--- config.mk ---
export PLATFORM = sky130hd
export DESIGN_NAME = jis_to_sjis_transcoder
export DESIGN_NICKNAME = d
export VERILOG_FILES = /design/src/hdl/jts_pkg.sv /design/src/hdl/jts_front.sv /design/src/hdl/jts_queue.sv /design/src/hdl/jts_back.sv /design/src/hdl/jis_to_sjis_transcoder.sv
export SDC_FILE = /design/constraint.sdc
export NUM_CORES = 1
export LEC_CHECK = 0
export BUFFER_PORTS_ARGS = -buffer_cell sky130_fd_sc_hd__buf_2
export CAP_MARGIN = 15
export CORE_ASPECT_RATIO = 0.8
export CORE_UTILIZATION = 59
export CTS_BUF_LIST = sky130_fd_sc_hd__clkbuf_8 sky130_fd_sc_hd__clkbuf_16
export CTS_CLUSTER_SIZE = 40
export DETAILED_ROUTE_END_ITERATION = 10
export GPL_TIMING_DRIVEN = 0
export PLACE_DENSITY_LB_ADDON = 0.25
export SLEW_MARGIN = 20
export SYNTH_ARGS = -nofsm -noshare
export SYNTH_HDL_FRONTEND = slang
export SYNTH_SLANG_ARGS = --single-unit
--- constraint.sdc ---
create_clock -name clock -period 7.25 [get_ports clock]
set_input_delay 0.725 -clock clock [delete_from_list [all_inputs] [get_ports clock]]
set_output_delay 0.725 -clock clock [all_outputs]
set_load 0.02 [all_outputs]
--- src/hdl/jts_pkg.sv ---
// jts_pkg: shared types and constants for the ISO-2022-JP to Shift_JIS transcoder
// holds the queued work record, character mode codes and escape progress codes
// no dependencies
package jts_pkg;

   // character modes
   localparam logic [2:0] MODE_UNKNOWN = 3'd0;
   localparam logic [2:0] MODE_ASCII   = 3'd1;
   localparam logic [2:0] MODE_X0208   = 3'd2;
   localparam logic [2:0] MODE_X0212   = 3'd3;
   localparam logic [2:0] MODE_KANA    = 3'd4;

   // escape sequence progress
   localparam logic [3:0] ESC_NONE              = 4'd0;
   localparam logic [3:0] ESC_SEEN              = 4'd1;
   localparam logic [3:0] ESC_DOLLAR            = 4'd2;
   localparam logic [3:0] ESC_PAREN             = 4'd3;
   localparam logic [3:0] ESC_AMP               = 4'd4;
   localparam logic [3:0] ESC_DOLLAR_PAREN      = 4'd5;
   localparam logic [3:0] ESC_AMP_AT            = 4'd6;
   localparam logic [3:0] ESC_AMP_AT_ESC        = 4'd7;
   localparam logic [3:0] ESC_AMP_AT_ESC_DOLLAR = 4'd8;

   // byte codes
   localparam logic [7:0] CH_NUL    = 8'h00;
   localparam logic [7:0] CH_TAB    = 8'h09;
   localparam logic [7:0] CH_LF     = 8'h0A;
   localparam logic [7:0] CH_CR     = 8'h0D;
   localparam logic [7:0] CH_ESC    = 8'h1B;
   localparam logic [7:0] CH_SPACE  = 8'h20;
   localparam logic [7:0] CH_DOLLAR = 8'h24;
   localparam logic [7:0] CH_AMP    = 8'h26;
   localparam logic [7:0] CH_LPAREN = 8'h28;
   localparam logic [7:0] CH_AT     = 8'h40;
   localparam logic [7:0] CH_B      = 8'h42;
   localparam logic [7:0] CH_D      = 8'h44;
   localparam logic [7:0] CH_H      = 8'h48;
   localparam logic [7:0] CH_I      = 8'h49;
   localparam logic [7:0] CH_J      = 8'h4A;

   // work for the back end: up to two bytes, then optionally the terminator
   typedef struct packed {
      logic [1:0] nbytes;
      logic [7:0] byte_a;
      logic [7:0] byte_b;
      logic       term;
   } op_type;

   // number of output beats an op produces
   function automatic logic [1:0] op_beats(input op_type op);
      return op.nbytes + {1'b0, op.term};
   endfunction

endpackage

--- src/hdl/jts_front.sv ---
// jts_front: accepts input bytes, tracks mode and escape state, builds output ops
// depends on jts_pkg
module jts_front (
   input  logic           clock,
   input  logic           reset,
   input  logic           req_valid,
   input  logic [7:0]     req_in_byte,
   input  logic           req_in_last,
   input  logic           q_full,
   output logic           push,
   output jts_pkg::op_type push_op
);
   import jts_pkg::*;

   logic [2:0] mode_ff, mode_in;
   logic [3:0] esc_ff, esc_in;
   logic [6:0] lead_ff, lead_in;
   logic       pend_ff, pend_in;
   logic       accept;
   logic       safe;
   logic [7:0] c1, c2;
   op_type     op;

   assign accept = req_valid && !q_full;
   assign safe   = (req_in_byte inside {[CH_SPACE:8'h7E], CH_TAB, CH_LF, CH_CR});
   assign c1     = {1'b1, lead_ff};
   assign c2     = req_in_byte | 8'h80;

   // classify the byte and compute next state
   always_comb begin
      mode_in = mode_ff;
      esc_in  = esc_ff;
      lead_in = lead_ff;
      pend_in = pend_ff;
      op      = '0;
      if (req_in_byte != CH_NUL) begin
         if (esc_ff != ESC_NONE) begin
            // escape sequence: any mismatch leaves unknown mode
            esc_in  = ESC_NONE;
            mode_in = MODE_UNKNOWN;
            case (esc_ff)
               ESC_SEEN: begin
                  if (req_in_byte == CH_DOLLAR) begin
                     esc_in  = ESC_DOLLAR;
                     mode_in = mode_ff;
                  end else if (req_in_byte == CH_LPAREN) begin
                     esc_in  = ESC_PAREN;
                     mode_in = mode_ff;
                  end else if (req_in_byte == CH_AMP) begin
                     esc_in  = ESC_AMP;
                     mode_in = mode_ff;
                  end
               end
               ESC_DOLLAR: begin
                  if (req_in_byte inside {CH_AT, CH_B}) begin
                     mode_in = MODE_X0208;
                  end else if (req_in_byte == CH_LPAREN) begin
                     esc_in  = ESC_DOLLAR_PAREN;
                     mode_in = mode_ff;
                  end
               end
               ESC_PAREN: begin
                  if (req_in_byte inside {CH_J, CH_H, CH_B}) begin
                     mode_in = MODE_ASCII;
                  end else if (req_in_byte == CH_I) begin
                     mode_in = MODE_KANA;
                  end
               end
               ESC_AMP: begin
                  if (req_in_byte == CH_AT) begin
                     esc_in  = ESC_AMP_AT;
                     mode_in = mode_ff;
                  end
               end
               ESC_DOLLAR_PAREN: begin
                  if (req_in_byte == CH_D) begin
                     mode_in = MODE_X0212;
                  end
               end
               ESC_AMP_AT: begin
                  if (req_in_byte == CH_ESC) begin
                     esc_in  = ESC_AMP_AT_ESC;
                     mode_in = mode_ff;
                  end
               end
               ESC_AMP_AT_ESC: begin
                  if (req_in_byte == CH_DOLLAR) begin
                     esc_in  = ESC_AMP_AT_ESC_DOLLAR;
                     mode_in = mode_ff;
                  end
               end
               ESC_AMP_AT_ESC_DOLLAR: begin
                  if (req_in_byte == CH_B) begin
                     mode_in = MODE_X0208;
                  end
               end
               default: begin
               end
            endcase
         end else if (pend_ff) begin
            // trail byte of a two-byte character
            pend_in = 1'b0;
            lead_in = '0;
            if (req_in_byte inside {[8'h21:8'h7E]}) begin
               op.nbytes = 2'd2;
               if (mode_ff == MODE_X0212) begin
                  op.byte_a = CH_SPACE;
                  op.byte_b = CH_SPACE;
               end else if (c1[0]) begin
                  op.byte_a = {1'b0, c1[7:1]} + ((c1 < 8'hDF) ? 8'h31 : 8'h71);
                  op.byte_b = c2 - 8'h60 - ((c2 < 8'hE0) ? 8'd1 : 8'd0);
               end else begin
                  op.byte_a = {1'b0, c1[7:1]} + ((c1 < 8'hDF) ? 8'h30 : 8'h70);
                  op.byte_b = c2 - 8'd2;
               end
            end
         end else if (!req_in_byte[7]) begin
            if (req_in_byte == CH_ESC) begin
               esc_in = ESC_SEEN;
            end else begin
               case (mode_ff)
                  MODE_ASCII: begin
                     if (safe) begin
                        op.nbytes = 2'd1;
                        op.byte_a = req_in_byte;
                     end
                  end
                  MODE_X0208, MODE_X0212: begin
                     if (req_in_byte inside {[8'h21:8'h7E]}) begin
                        lead_in = req_in_byte[6:0];
                        pend_in = 1'b1;
                     end else if (safe) begin
                        op.nbytes = 2'd1;
                        op.byte_a = req_in_byte;
                     end
                  end
                  MODE_KANA: begin
                     if (req_in_byte inside {[8'h21:8'h6F]}) begin
                        op.nbytes = 2'd1;
                        op.byte_a = req_in_byte | 8'h80;
                     end else if (safe) begin
                        op.nbytes = 2'd1;
                        op.byte_a = req_in_byte;
                     end
                  end
                  default: begin
                  end
               endcase
            end
         end
      end
      // end of string: terminator and return to ascii
      if (req_in_byte == CH_NUL || req_in_last) begin
         op.term = 1'b1;
         mode_in = MODE_ASCII;
         esc_in  = ESC_NONE;
         lead_in = '0;
         pend_in = 1'b0;
      end
   end

   assign push    = accept && ((op.nbytes != 2'd0) || op.term);
   assign push_op = op;

   // state registers
   always_ff @(posedge clock) begin
      if (reset) begin
         mode_ff <= MODE_ASCII;
         esc_ff  <= ESC_NONE;
         pend_ff <= 1'b0;
      end else if (accept) begin
         mode_ff <= mode_in;
         esc_ff  <= esc_in;
         pend_ff <= pend_in;
      end
   end

   always_ff @(posedge clock) begin
      if (accept) begin
         lead_ff <= lead_in;
      end
   end

endmodule

--- src/hdl/jts_queue.sv ---
// jts_queue: small first-in first-out queue of ops between front and back
// depends on jts_pkg
module jts_queue #(
   parameter int DEPTH = 4
) (
   input  logic            clock,
   input  logic            reset,
   input  logic            push,
   input  jts_pkg::op_type push_op,
   output logic            full,
   input  logic            pop,
   output jts_pkg::op_type head_op,
   output logic            head_valid
);
   import jts_pkg::*;

   localparam int AW = $clog2(DEPTH);
   localparam int CW = $clog2(DEPTH + 1);

   op_type          entry_ff [DEPTH];
   logic [AW-1:0]   wr_ptr_ff, rd_ptr_ff;
   logic [CW-1:0]   count_ff;

   assign full       = (count_ff == CW'(DEPTH));
   assign head_valid = (count_ff != '0);
   assign head_op    = entry_ff[rd_ptr_ff];

   // pointers and fill count
   always_ff @(posedge clock) begin
      if (reset) begin
         wr_ptr_ff <= '0;
         rd_ptr_ff <= '0;
         count_ff  <= '0;
      end else begin
         if (push) begin
            wr_ptr_ff <= (wr_ptr_ff == AW'(DEPTH - 1)) ? '0 : wr_ptr_ff + AW'(1);
         end
         if (pop) begin
            rd_ptr_ff <= (rd_ptr_ff == AW'(DEPTH - 1)) ? '0 : rd_ptr_ff + AW'(1);
         end
         if (push && !pop) begin
            count_ff <= count_ff + CW'(1);
         end else if (pop && !push) begin
            count_ff <= count_ff - CW'(1);
         end
      end
   end

   // entry storage
   always_ff @(posedge clock) begin
      if (push) begin
         entry_ff[wr_ptr_ff] <= push_op;
      end
   end

endmodule

--- src/hdl/jts_back.sv ---
// jts_back: splits each queued op into output beats and holds the output register
// depends on jts_pkg
module jts_back (
   input  logic            clock,
   input  logic            reset,
   input  logic            head_valid,
   input  jts_pkg::op_type head_op,
   output logic            pop,
   output logic            rsp_valid,
   input  logic            rsp_stall,
   output logic [7:0]      rsp_out_byte,
   output logic            rsp_out_last
);
   import jts_pkg::*;

   logic [1:0] idx_ff, idx_in;
   logic       valid_ff;
   logic [7:0] byte_ff, byte_in;
   logic       last_ff, last_in;
   logic       load;

   assign load = head_valid && (!valid_ff || !rsp_stall);
   assign pop  = load && (idx_ff == op_beats(head_op) - 2'd1);

   // pick the beat at the current index
   always_comb begin
      if (idx_ff < head_op.nbytes) begin
         byte_in = (idx_ff == 2'd0) ? head_op.byte_a : head_op.byte_b;
         last_in = 1'b0;
      end else begin
         byte_in = CH_NUL;
         last_in = 1'b1;
      end
      idx_in = pop ? 2'd0 : idx_ff + 2'd1;
   end

   // beat index and output valid
   always_ff @(posedge clock) begin
      if (reset) begin
         idx_ff   <= 2'd0;
         valid_ff <= 1'b0;
      end else if (load) begin
         idx_ff   <= idx_in;
         valid_ff <= 1'b1;
      end else if (!rsp_stall) begin
         valid_ff <= 1'b0;
      end
   end

   // output payload
   always_ff @(posedge clock) begin
      if (load) begin
         byte_ff <= byte_in;
         last_ff <= last_in;
      end
   end

   assign rsp_valid    = valid_ff;
   assign rsp_out_byte = byte_ff;
   assign rsp_out_last = last_ff;

endmodule

--- src/hdl/jis_to_sjis_transcoder.sv ---
// jis_to_sjis_transcoder: ISO-2022-JP byte stream in, Shift_JIS byte stream out
// depends on jts_pkg, jts_front, jts_queue, jts_back
//
// Usage:
//   req channel carries one ISO-2022-JP byte per beat (req_in_byte) with
//   req_in_last marking the final byte of a string. A zero byte also ends it.
//   rsp channel carries Shift_JIS bytes; each string closes with a zero byte
//   beat that has rsp_out_last set.
//   One input beat produces zero to three output beats. The front end takes
//   one input beat per cycle as long as the op queue (DEPTH entries) has room;
//   the back end sends one output beat per cycle while rsp_stall is low, so
//   sustained throughput is one input beat per cycle for one-byte results
//   and falls where an input beat yields two or three output beats.
//   An accepted input beat is written to the op queue and then loaded into
//   the output register, where rsp_valid rises.
//   When the receiver asserts rsp_stall the output register holds its beat,
//   the queue fills, and req_stall rises once all DEPTH entries are taken.
//   Reset returns to ASCII mode with no escape or lead byte pending, empties
//   the queue and clears the output valid flag.
module jis_to_sjis_transcoder #(
   parameter int DEPTH = 4
) (
   input  logic       clock,
   input  logic       reset,
   input  logic       req_valid,
   output logic       req_stall,
   input  logic [7:0] req_in_byte,
   input  logic       req_in_last,
   output logic       rsp_valid,
   input  logic       rsp_stall,
   output logic [7:0] rsp_out_byte,
   output logic       rsp_out_last
);
   import jts_pkg::*;

   logic   push, full, pop, head_valid;
   op_type push_op, head_op;

   assign req_stall = full;

   // classify input bytes
   jts_front u_front (
      .clock       (clock),
      .reset       (reset),
      .req_valid   (req_valid),
      .req_in_byte (req_in_byte),
      .req_in_last (req_in_last),
      .q_full      (full),
      .push        (push),
      .push_op     (push_op)
   );

   // decouple front and back
   jts_queue #(.DEPTH(DEPTH)) u_queue (
      .clock      (clock),
      .reset      (reset),
      .push       (push),
      .push_op    (push_op),
      .full       (full),
      .pop        (pop),
      .head_op    (head_op),
      .head_valid (head_valid)
   );

   // emit output beats
   jts_back u_back (
      .clock        (clock),
      .reset        (reset),
      .head_valid   (head_valid),
      .head_op      (head_op),
      .pop          (pop),
      .rsp_valid    (rsp_valid),
      .rsp_stall    (rsp_stall),
      .rsp_out_byte (rsp_out_byte),
      .rsp_out_last (rsp_out_last)
   );

endmodule

==> metrics.yaml, run 1 <==
timing:
  tns_ns: 0
  rsz0062_at_grt: "false"
  final.min_clock_period_ns: 4.16
  fmax_ghz: 0.241
  finalHoldViolations: 0
  relSlewSlack: 0.334
  slew_viol_final: 0
  worst_pin_slew_ns: 0.998
  fin_crit_sh: 0.574
  skew_ns: 0.00736
  setup-violations-final: 0
synth:
  synth.avg_cell_area_sq_um: 12.6
  netlist_instances: 454
  ys.flop_type: "edfxtp_1"
  synth_most_common_cell: "edfxtp_1"
  synth_nets: 497
  yosys.area.top_type: "edfxtp_1"
  synth.top_cell.area_share: 0.482
  synth_edf_count: 92
  synthArstFlopShare: 0
  synth.area.top_cells: "edfxtp_1 48%, mux4_2 7.5%, dfxtp_1 7.0%"
  syn_area_sq_mm: 0.00573
  yosys-top-cells-count: "92 x edfxtp_1, 46 x nor2_1, 28 x ha_1, 24 x nand2_1, 22 x inv_1"
  synth.distinct_cells: 63
  ys_seq_area_frac: 0.552
  ys_ff_latch: 112
  ys_warn_count: 0
detailed_routing:
  wl_per_cell_microns: 19.8
  drc_errors: 1
  via_count: 3793
  drt_wl_total_microns: 12000
  firstDrtPassIters: 8
  drt-initial-drc-count: 308
  drtAntennaViolNets: 0
  viasPerCell: 6.25
floorplanning:
  die_area_sq_mm: 0.0101
  core-area_sq_mm: 0.00923
  dieWidth_microns: 112
  ios: 24
  start_util: 0.621
  rows: 31
  die_h_microns: 90.2
layout:
  drive_gt1_frac: 0.138
  layout.nets: 530
  area_growth_pct: 9.80
  stdcell_count: 607
  postLayoutCoreUtil: 0.682
  final_area_sq_mm: 0.00629
  insertedDiodeCount: 0
pwr:
  clkPwrFrac: 0.288
  p_seq_frac: 0.471
  switching_share: 0.286
  pwr_density_cell_mw_per_mm2: 276
  p_int_uw: 1240
  comb_power_share: 0.241
  switching_power_uw: 496
  ir_worst_vdd_uv: 116
  power_leakage_uw: 0.00228
clock_tree:
  cts-buffers-inserted: 9
  clk_latency_ns: 0.34
  clkSinkCount: 112
  cts_tree: "built"
  clkTransAtPathRegs_ns: 0.07
  ctsHoldBuffers: 0
  cts_resized: 0
  htree_levels: 3
  clockBufferDepth: 2
  root_buffer: "clkbuf_16"
  cts_setup_buffers: 0
critical_path:
  ff2ff_path_depth: 15
  crit_path_end_kind: "register"
  arrival_ns: 4.43
  ff2ff_setup_slack_ns: 3.09
  start_kind: "register"
  path_max_fanout: 10
  timing.rr.end: "u_queue.count_ff[2]"
  critPathKind: "reg2reg"
  required_ns: 7.52
  cp-endpoint: "u_queue.count_ff[2]"
global_routing:
  grt_max_degree: 20
  grt_usage: 0.252
  antenna_found_initial: 0
  grt_pass1_vias: 3665
  overflow: 0
  grt_pass1_wl_microns: 19200
hold_path:
  min-delay-path-class: "reg2reg"
placement:
  io_buffers: 22
  gp_congestion: 0.877
  dpl.hpwl_microns: 8580
  placed_area_sq_mm: 0.00599
  place_inst: 591
job:
  maxCapViolCount: 0
outcome:
  violations: "design-rule violations"
  status: "finished with violations"
routing by layer:
layer  wire length [microns]  vias up  track usage  part of all wire
met5                       0        -            0                 0
met4                     170        0       0.0678             0.014
met3                     674       14       0.0492             0.056
met2                    5790      139        0.415              0.48
met1                    5390     1864        0.346              0.45
li1                        -     1776            -                 -
cell usage in the layout, fill, tap and decap left out, types with 3 or more instances in the layout:
cell type	n
a21boi_0	4
a22o_1	6
nand3_1	3
or3_1	3
nand4_1	5
buf_2	23
mux2i_1	14
and3_1	5
and4_1	3
nand2b_1	5
o21ai_0	10
buf_1	4
edfxtp_1	92
o31ai_1	3
a21oi_1	18
xnor2_1	12
inv_1	25
clkbuf_1	14
clkbuf_16	10
nor2_1	46
a21o_1	4
a31oi_1	5
nor3_1	18
and2_1	5
xor2_1	5
nand2_1	24
mux4_2	19
ha_1	28
dfxtp_1	20
nor2b_1	9
a211oi_1	4
stage by stage:
step / hold slack, ns / setup slack (ns) / total power, uW
floorplan: 0.466 / 3.59 / 1130
global placement: 0.452 / 3.11 / 1230
detailed placement: 0.465 / 3.07 / 1250
CTS: 0.474 / 3.01 / 1750
global route: 0.492 / 2.70 / 1810
finish: 0.473 / 3.09 / 1740
power by group through the flow:
stage	sequential (uW)	combinational [uW]	clock, uW
5_1_grt	824	458	531
3_5_place_dp	831	417	0
3_3_place_gp	826	403	0
6_report	817	419	500
4_1_cts	817	422	507
2_1_floorplan	863	270	0
kinds of logic after synthesis:
kind of cell             synth area share
buffers and inverters              0.0290
AND/OR/NAND/NOR                     0.130
AO/OA/AOI/OAI                      0.0912
XOR/XNOR                           0.0260
multiplexers                        0.104
adder cells (fa/ha/maj)            0.0681
flip-flops                          0.552
registers in the layout (all words and copies together) (netlist names), 3 cells and up, named ones only:
name,flops
u_front.lead_ff,7
u_back.rsp_out_byte,8
u_queue.count_ff,3
u_front.esc_ff,4
u_queue.entry_ff,76
u_front.mode_ff,3
cell type report:
type                            count  area [sq um]
Clock inverter                      6          57.6
Sequential cell                   112          3160
Multi-Input combinational cell    300          2400
Buffer                             20          83.8
Timing Repair Buffer               22           110
Clock buffer                       10           250
Inverter                           22          82.6
Fill cell                         682          2940
Tap cell                          115           144
worst min-delay path by stage:
stage / start / endpoint / cells after the start
floorplan: u_queue.count_ff[2] / u_queue.count_ff[2] / 2
global placement: u_back.rsp_valid / u_back.rsp_valid / 2
detailed placement: u_back.rsp_valid / u_back.rsp_valid / 2
CTS: u_back.rsp_valid / u_back.rsp_valid / 2
global route: u_back.rsp_valid / u_back.rsp_valid / 2
finish: u_back.rsp_valid / u_back.rsp_valid / 2
worst max-delay path: stages (launching register included):
cell     delay (ns)
dfxtp_1        0.30
buf_2          0.31
buf_1          0.72
mux4_2         0.60
inv_1          0.09
ha_1           0.16
xnor2_1        0.13
xnor2_1        0.14
nor3_1         0.11
inv_1          0.16
ha_1           0.21
inv_1          0.07
fa_1           0.44
xor2_1         0.19
or3_1          0.31
a21oi_1        0.14
Power figures use the tool's default switching activity.
==> run 2: changes to the inputs <==
--- a/config.mk
+++ b/config.mk
@@ -5,6 +5,7 @@
 export SDC_FILE = /design/constraint.sdc
 export NUM_CORES = 1
 export LEC_CHECK = 0
+export ABC_AREA = 1
 export BUFFER_PORTS_ARGS = -buffer_cell sky130_fd_sc_hd__buf_2
 export CAP_MARGIN = 15
 export CORE_ASPECT_RATIO = 0.8
==> constraint.sdc (replaced) <==
create_clock -name clock -period 3.85 [get_ports clock]
set_input_delay 0.385 -clock clock [delete_from_list [all_inputs] [get_ports clock]]
set_output_delay 0.385 -clock clock [all_outputs]
set_load 0.02 [all_outputs]
==> metrics.yaml, run 2 <==
outcome:
  status: "finished with violations"
  violations: "design-rule violations"
critical_path:
  arrival_ns: 3.83  # -0.60 ns
  timing.rr.end: "u_queue.count_ff[2]"
  start_kind: "register"
  required_ns: 4.09  # -3.43 ns
  critPathKind: "reg2reg"
  crit_path_end_kind: "register"
  ff2ff_path_depth: 15  # unchanged
  ff2ff_setup_slack_ns: 0.26  # -2.83 ns
  path_max_fanout: 10  # unchanged
synth:
  netlist_instances: 606  # +33%
  ys_seq_area_frac: 0.557  # +0.00498
  ys_warn_count: 0  # unchanged
  synth.avg_cell_area_sq_um: 9.38  # -26%
  synth.distinct_cells: 34  # -46%
  synth_most_common_cell: "nand2_1"
  synth_edf_count: 92  # unchanged
  synth_nets: 649  # +31%
  synth.area.top_cells: "edfxtp_1 49%, dfxtp_1 7.0%, nand2_1 6.9%"
  ys_ff_latch: 112  # unchanged
  synthArstFlopShare: 0  # unchanged
  ys.flop_type: "edfxtp_1"
  yosys.area.top_type: "edfxtp_1"
  yosys-top-cells-count: "104 x nand2_1, 92 x edfxtp_1, 80 x nor2_1, 58 x inv_1, 55 x o21ai_0"
  synth.top_cell.area_share: 0.486  # +0.00435
  syn_area_sq_mm: 0.00568  # -0.89%
pwr:
  p_int_uw: 2350  # +89%
  clkPwrFrac: 0.231  # -0.057
  power_leakage_uw: 0.00255  # +12%
  p_seq_frac: 0.430  # -0.041
  switching_share: 0.367  # +0.0810
  pwr_density_cell_mw_per_mm2: 591  # +110%
  comb_power_share: 0.339  # +0.098
  ir_worst_vdd_uv: 269  # +130%
  switching_power_uw: 1360  # +170%
  p_total_uw: 3700  # +110%
detailed_routing:
  drt_wl_total_microns: 12700  # +5.9%
  drc_errors: 1  # unchanged
  drtAntennaViolNets: 0  # unchanged
  drt-initial-drc-count: 527  # +71%
  firstDrtPassIters: 8  # unchanged
  via_count: 4404  # +16%
  viasPerCell: 5.79  # -7.4%
  wl_per_cell_microns: 16.7  # -15%
timing:
  rsz0062_at_grt: "false"
  worst_pin_slew_ns: 0.690  # -0.309 ns
  tns_ns: 0  # unchanged
  fmax_ghz: 0.279  # +16%
  skew_ns: 0.00676  # -0.000596 ns
  finalWorstSetupSlack_ns: 0.261  # -2.83 ns
  slew_viol_final: 0  # unchanged
  final.min_clock_period_ns: 3.59  # -0.569 ns
  setup-violations-final: 0  # unchanged
  finalHoldViolations: 0  # unchanged
  relSlewSlack: 0.540  # +0.206
  fin_crit_sh: 0.932  # +0.359
layout:
  largest_register: "u_queue.entry_ff"
  final_common_cell: "nand2_1"
  largest_reg_flops: 76  # unchanged
  insertedDiodeCount: 0  # unchanged
  n_fill_cell: 681  # -0.15%
  drive_gt1_frac: 0.111  # -0.0268
  stdcell_count: 761  # +25%
  mostFrequentLayoutCells: "104 x nand2_1, 92 x edfxtp_1, 76 x nor2_1, 59 x inv_1, 55 x o21ai_0"
  area_growth_pct: 10.3
  layout.nets: 685  # +29%
clock_tree:
  clk_latency_ns: 0.35  # about the same
  clkSinkCount: 112  # unchanged
  cts-buffers-inserted: 9  # unchanged
  clockBufferDepth: 2  # unchanged
  cts_tree: "built"
  root_buffer: "clkbuf_16"
  htree_levels: 3  # unchanged
  cts_setup_buffers: 0  # unchanged
  clkTransAtPathRegs_ns: 0.07  # about the same
placement:
  dpl.hpwl_microns: 9140  # +6.5%
  place_inst: 747  # +26%
  io_buffers: 22  # unchanged
  pre_cts_ws_ns: 0.0873  # -2.98 ns
  gp_congestion: 0.905  # +3.2%
global_routing:
  grt_max_degree: 19  # -5.0%
  grt_usage: 0.269  # +0.0162
  grt_pass1_vias: 4279  # +17%
  grt_pass1_wl_microns: 21000  # +9.5%
  overflow: 0  # unchanged
  antenna_found_initial: 0  # unchanged
floorplanning:
  die_h_microns: 89.8  # -0.44%
  die_area_sq_mm: 0.0100  # -0.88%
  rows: 31  # unchanged
  core-area_sq_mm: 0.00919  # -0.42%
  dieWidth_microns: 112  # -0.44%
  ios: 24  # unchanged
  start_util: 0.618  # -0.00296
job:
  maxCapViolCount: 0  # unchanged
hold_path:
  hold_depth: 5  # +3
  holdCritStartpoint: "rsp_stall"
  min-delay-path-class: "in2reg"
  holdPathEnd: "u_back.rsp_valid"
## run 2: kinds of logic after synthesis
family | share of synthesized area
AND/OR/NAND/NOR | 0.187
AO/OA/AOI/OAI | 0.124
flip-flops | 0.557
buffers and inverters | 0.0544
adder cells (fa/ha/maj) | 0.0687
XOR/XNOR | 0.00925
## run 2: how the worst max path moves through the flow
stage                         from                endpoint  slack [ns]
finish                    register     u_queue.count_ff[2]        0.26
global route              register     u_queue.count_ff[2]        0.01
floorplan                 register     u_queue.count_ff[2]        0.87
CTS                       register     u_queue.count_ff[2]        0.06
detailed placement        register     u_queue.count_ff[2]        0.09
global placement    req_in_byte[4]  u_queue.entry_ff[0][5]       -0.02
## run 2: layer usage
layer	vias to the layer above	part of all wire	track usage
li1	2160	-	-
met1	2076	0.45	0.371
met2	153	0.47	0.438
met3	15	0.067	0.0486
met4	0	0.015	0.0743
met5	-	0	0
## run 2: critical path, cell delays in order (launching register included)
cell and delay, ns:
dfxtp_1 0.37, buf_2 0.23, clkbuf_1 0.50, a21oi_1 0.16, a32o_1 0.28, ha_1 0.22
xor2_1 0.15, xor2_1 0.16, nand3_1 0.22, ha_1 0.21, inv_1 0.07, fa_1 0.44
a21oi_1 0.15, o21ai_0 0.11, o21ai_0 0.15, a21oi_1 0.05
## run 2: stage by stage
step | hold WS (ns) | cell area [sq um] | utilization
CTS | 0.336 | 6270 | 0.682
detailed placement | 0.471 | 6000 | 0.653
global route | 0.365 | 6270 | 0.682
floorplan | 0.439 | 5680 | -
finish | 0.336 | 6270 | 0.682
global placement | 0.449 | 5940 | 0.646
## run 2: cell type report
class | count | area, sq um | share of cell area
flip-flops and latches | 112 | 3160 | 0.505
inverters | 65 | 244 | 0.0389
repair buffers | 26 | 163 | 0.0259
well taps | 115 | 144 | 0.0230
plain buffers | 15 | 62.6 | 0.00998
multi-input cells | 413 | 2220 | 0.354
clock buffers | 9 | 225 | 0.0359
clock inverters | 6 | 47.5 | 0.00758
## run 2: repair_timing
item | in CTS | in global routing
hold buffers | 0 | 0
gates resized for setup | 0 | 2
endpoints found under the setup margin | 0 | 2
## run 2: power groups by stage
stage          Clock, uW  Combinational [uW]  Sequential, uW
2_1_floorplan          0                 798            1670
3_3_place_gp           0                1180            1620
3_5_place_dp           0                1240            1620
4_1_cts              870                1250            1590
5_1_grt              924                1410            1610
6_report             857                1260            1590
==> run 3: changes to the inputs <==
--- a/config.mk
+++ b/config.mk
@@ -9,7 +9,7 @@
 export BUFFER_PORTS_ARGS = -buffer_cell sky130_fd_sc_hd__buf_2
 export CAP_MARGIN = 15
 export CORE_ASPECT_RATIO = 0.8
-export CORE_UTILIZATION = 59
+export CORE_UTILIZATION = 52
 export CTS_BUF_LIST = sky130_fd_sc_hd__clkbuf_8 sky130_fd_sc_hd__clkbuf_16
 export CTS_CLUSTER_SIZE = 40
 export DETAILED_ROUTE_END_ITERATION = 10
==> metrics.yaml, run 3 (synthesized netlist as in run 2, its figures left out) <==
layout:
  area_growth_pct: 11.1
  final_common_cell: "nand2_1"
  insertedDiodeCount: 0  # unchanged
  largest_register: "u_queue.entry_ff"
  final_area_sq_mm: 0.00631  # +0.74%
  mostFrequentLayoutCells: "104 x nand2_1, 92 x edfxtp_1, 76 x nor2_1, 60 x inv_1, 55 x o21ai_0"
  layout.nets: 686  # +0.15%
  drive_gt1_frac: 0.111  # -0.000344
  postLayoutCoreUtil: 0.605  # -0.0774
  n_fill_cell: 880  # +29%
  largest_reg_flops: 76  # unchanged
critical_path:
  crit_top_cell: "a21oi_1"
  start_kind: "register"
  cp_slowest_stage_delay_ns: 0.44  # -0.06 ns
  cpLargestDelayFamily: "buffers and inverters"
  cp_slowest_cell: "fa_1"
  path_max_fanout: 10  # unchanged
  critPathKind: "reg2reg"
  ff2ff_setup_slack_ns: 0.27  # about the same
  arrival_ns: 3.82  # about the same
  crit_path_end_kind: "register"
  critPathBufInv: 4  # +1
  ff2ff_path_depth: 16  # +1
  required_ns: 4.09  # about the same
  timing.rr.end: "u_queue.count_ff[2]"
  crit_chain: "inv_1 > clkbuf_1 > clkbuf_2 > a21oi_1 > a32o_1 > ha_1 > xor2_1 > xor2_1 > nand3_1 > ha_1 > inv_1 > fa_1 > a21oi_1 > o21ai_0 > o21ai_0 > a21oi_1"
detailed_routing:
  firstDrtPassIters: 5  # -3
  drc_errors: 0  # -1
  drtAntennaViolNets: 0  # unchanged
  via_count: 4314  # -2.0%
  drt_wl_total_microns: 12100  # -5.0%
  wl_per_cell_microns: 15.4  # -8.2%
  viasPerCell: 5.47  # -5.4%
  drt-initial-drc-count: 454  # -14%
floorplanning:
  rows: 33  # +6.5%
  ios: 24  # unchanged
  die_h_microns: 95.5  # +6.4%
  die_area_sq_mm: 0.0114  # +13%
  core-area_sq_mm: 0.0104  # +14%
  start_util: 0.544  # -0.0742
  dieWidth_microns: 119  # +6.4%
timing:
  setup-violations-final: 0  # unchanged
  relSlewSlack: 0.538  # -0.00221
  final.min_clock_period_ns: 3.58  # -0.00527 ns
  skew_ns: 0.00934  # +0.00258 ns
  worst_pin_slew_ns: 0.693  # +0.00332 ns
  tns_ns: 0  # unchanged
  hold_ws_ns: 0.321  # -0.0156 ns
  rsz0062_at_grt: "false"
  slew_viol_final: 0  # unchanged
  fin_crit_sh: 0.931  # -0.00137
  fmax_ghz: 0.279  # +0.15%
  finalHoldViolations: 0  # unchanged
clock_tree:
  htree_levels: 3  # unchanged
  clk_latency_ns: 0.35  # about the same
  root_buffer: "clkbuf_16"
  cts_tree: "built"
  cts-buffers-inserted: 9  # unchanged
  clkSinkCount: 112  # unchanged
  clockBufferDepth: 2  # unchanged
  clkTransAtPathRegs_ns: 0.07  # about the same
  cts_setup_buffers: 0  # unchanged
outcome:
  status: "completed"
job:
  maxCapViolCount: 0  # unchanged
placement:
  io_buffers: 22  # unchanged
  placed_area_sq_mm: 0.00604  # +0.65%
  dpl.hpwl_microns: 8980  # -1.8%
  gp_congestion: 0.945  # +4.4%
pwr:
  ir_worst_vdd_uv: 240  # -11%
  pwr_density_cell_mw_per_mm2: 583  # -1.4%
  p_total_uw: 3680  # -0.67%
  power_leakage_uw: 0.00257  # +0.75%
hold_path:
  hold_depth: 5  # unchanged
  min-delay-path-class: "in2reg"
  holdCritStartpoint: "rsp_stall"
  holdPathEnd: "u_back.rsp_valid"
global_routing:
  grt_usage: 0.228  # -0.0409
  grt_pass1_vias: 3978  # -7.0%
  grt_max_degree: 19  # unchanged
  overflow: 0  # unchanged
  antenna_found_initial: 0  # unchanged
  grt_pass1_wl_microns: 19500  # -6.8%
run 3: changes by cell type in the layout (fill, tap and decap cells not counted):
| cell | delta |
|---|---|
| clkbuf_8 | +1 |
| inv_1 | +1 |
| clkinvlp_4 | -2 |
| buf_6 | -2 |
| buf_8 | +2 |
| clkbuf_1 | +1 |
| clkinv_2 | +2 |
| clkinv_4 | -1 |
run 3: layout make-up:
cell class              count  area, sq um  area share
repair buffers             26          170      0.0269
clock inverters             6         37.5     0.00594
plain buffers              16         66.3      0.0105
multi-input cells         413         2220       0.351
clock buffers              10          239      0.0378
well taps                 140          175      0.0277
flip-flops and latches    112         3160       0.501
inverters                  65          244      0.0386
run 3: worst max path at each step:
stage	startpoint	endpoint	slack, ns	depth (start not counted)
floorplan	register	u_queue.count_ff[2]	0.87	16
global placement	req_in_byte[4]	u_queue.entry_ff[0][5]	0.04	13
detailed placement	register	u_queue.count_ff[2]	0.19	16
CTS	register	u_queue.count_ff[2]	0.15	16
global route	register	u_queue.count_ff[2]	0.02	16
finish	register	u_queue.count_ff[2]	0.27	16
run 3: per-layer routing:
layer / track usage / part of all wire
met5: 0 / 0
met4: 0.0675 / 0.0084
met1: 0.309 / 0.46
met3: 0.0496 / 0.065
met2: 0.370 / 0.46
run 3: power by group:
part	total (uW)	internal (uW)	switching, uW	leakage [uW]
clock network	858	455	403	0.000147
registers	1590	1520	75.2	0.00103
logic	1230	391	839	0.00139
run 3: per-stage QoR:
stage          cells  setup WS (ns)
6_report         788          0.266
5_1_grt          788         0.0194
4_1_cts          788          0.148
3_5_place_dp     772          0.186
3_3_place_gp     768         0.0401
2_1_floorplan    606          0.870
run 3: tightest hold or removal path: stages:
cell and delay, ns:
buf_2 0.07, nand2_1 0.05, nand2_1 0.06, nand2_1 0.04
inv_1 0.04
run 3: repair_timing:
action	in CTS	in global routing
gates resized for setup	0	2
hold buffers	0	0
hold endpoints to repair	0	0
endpoints found under the setup margin	0	2
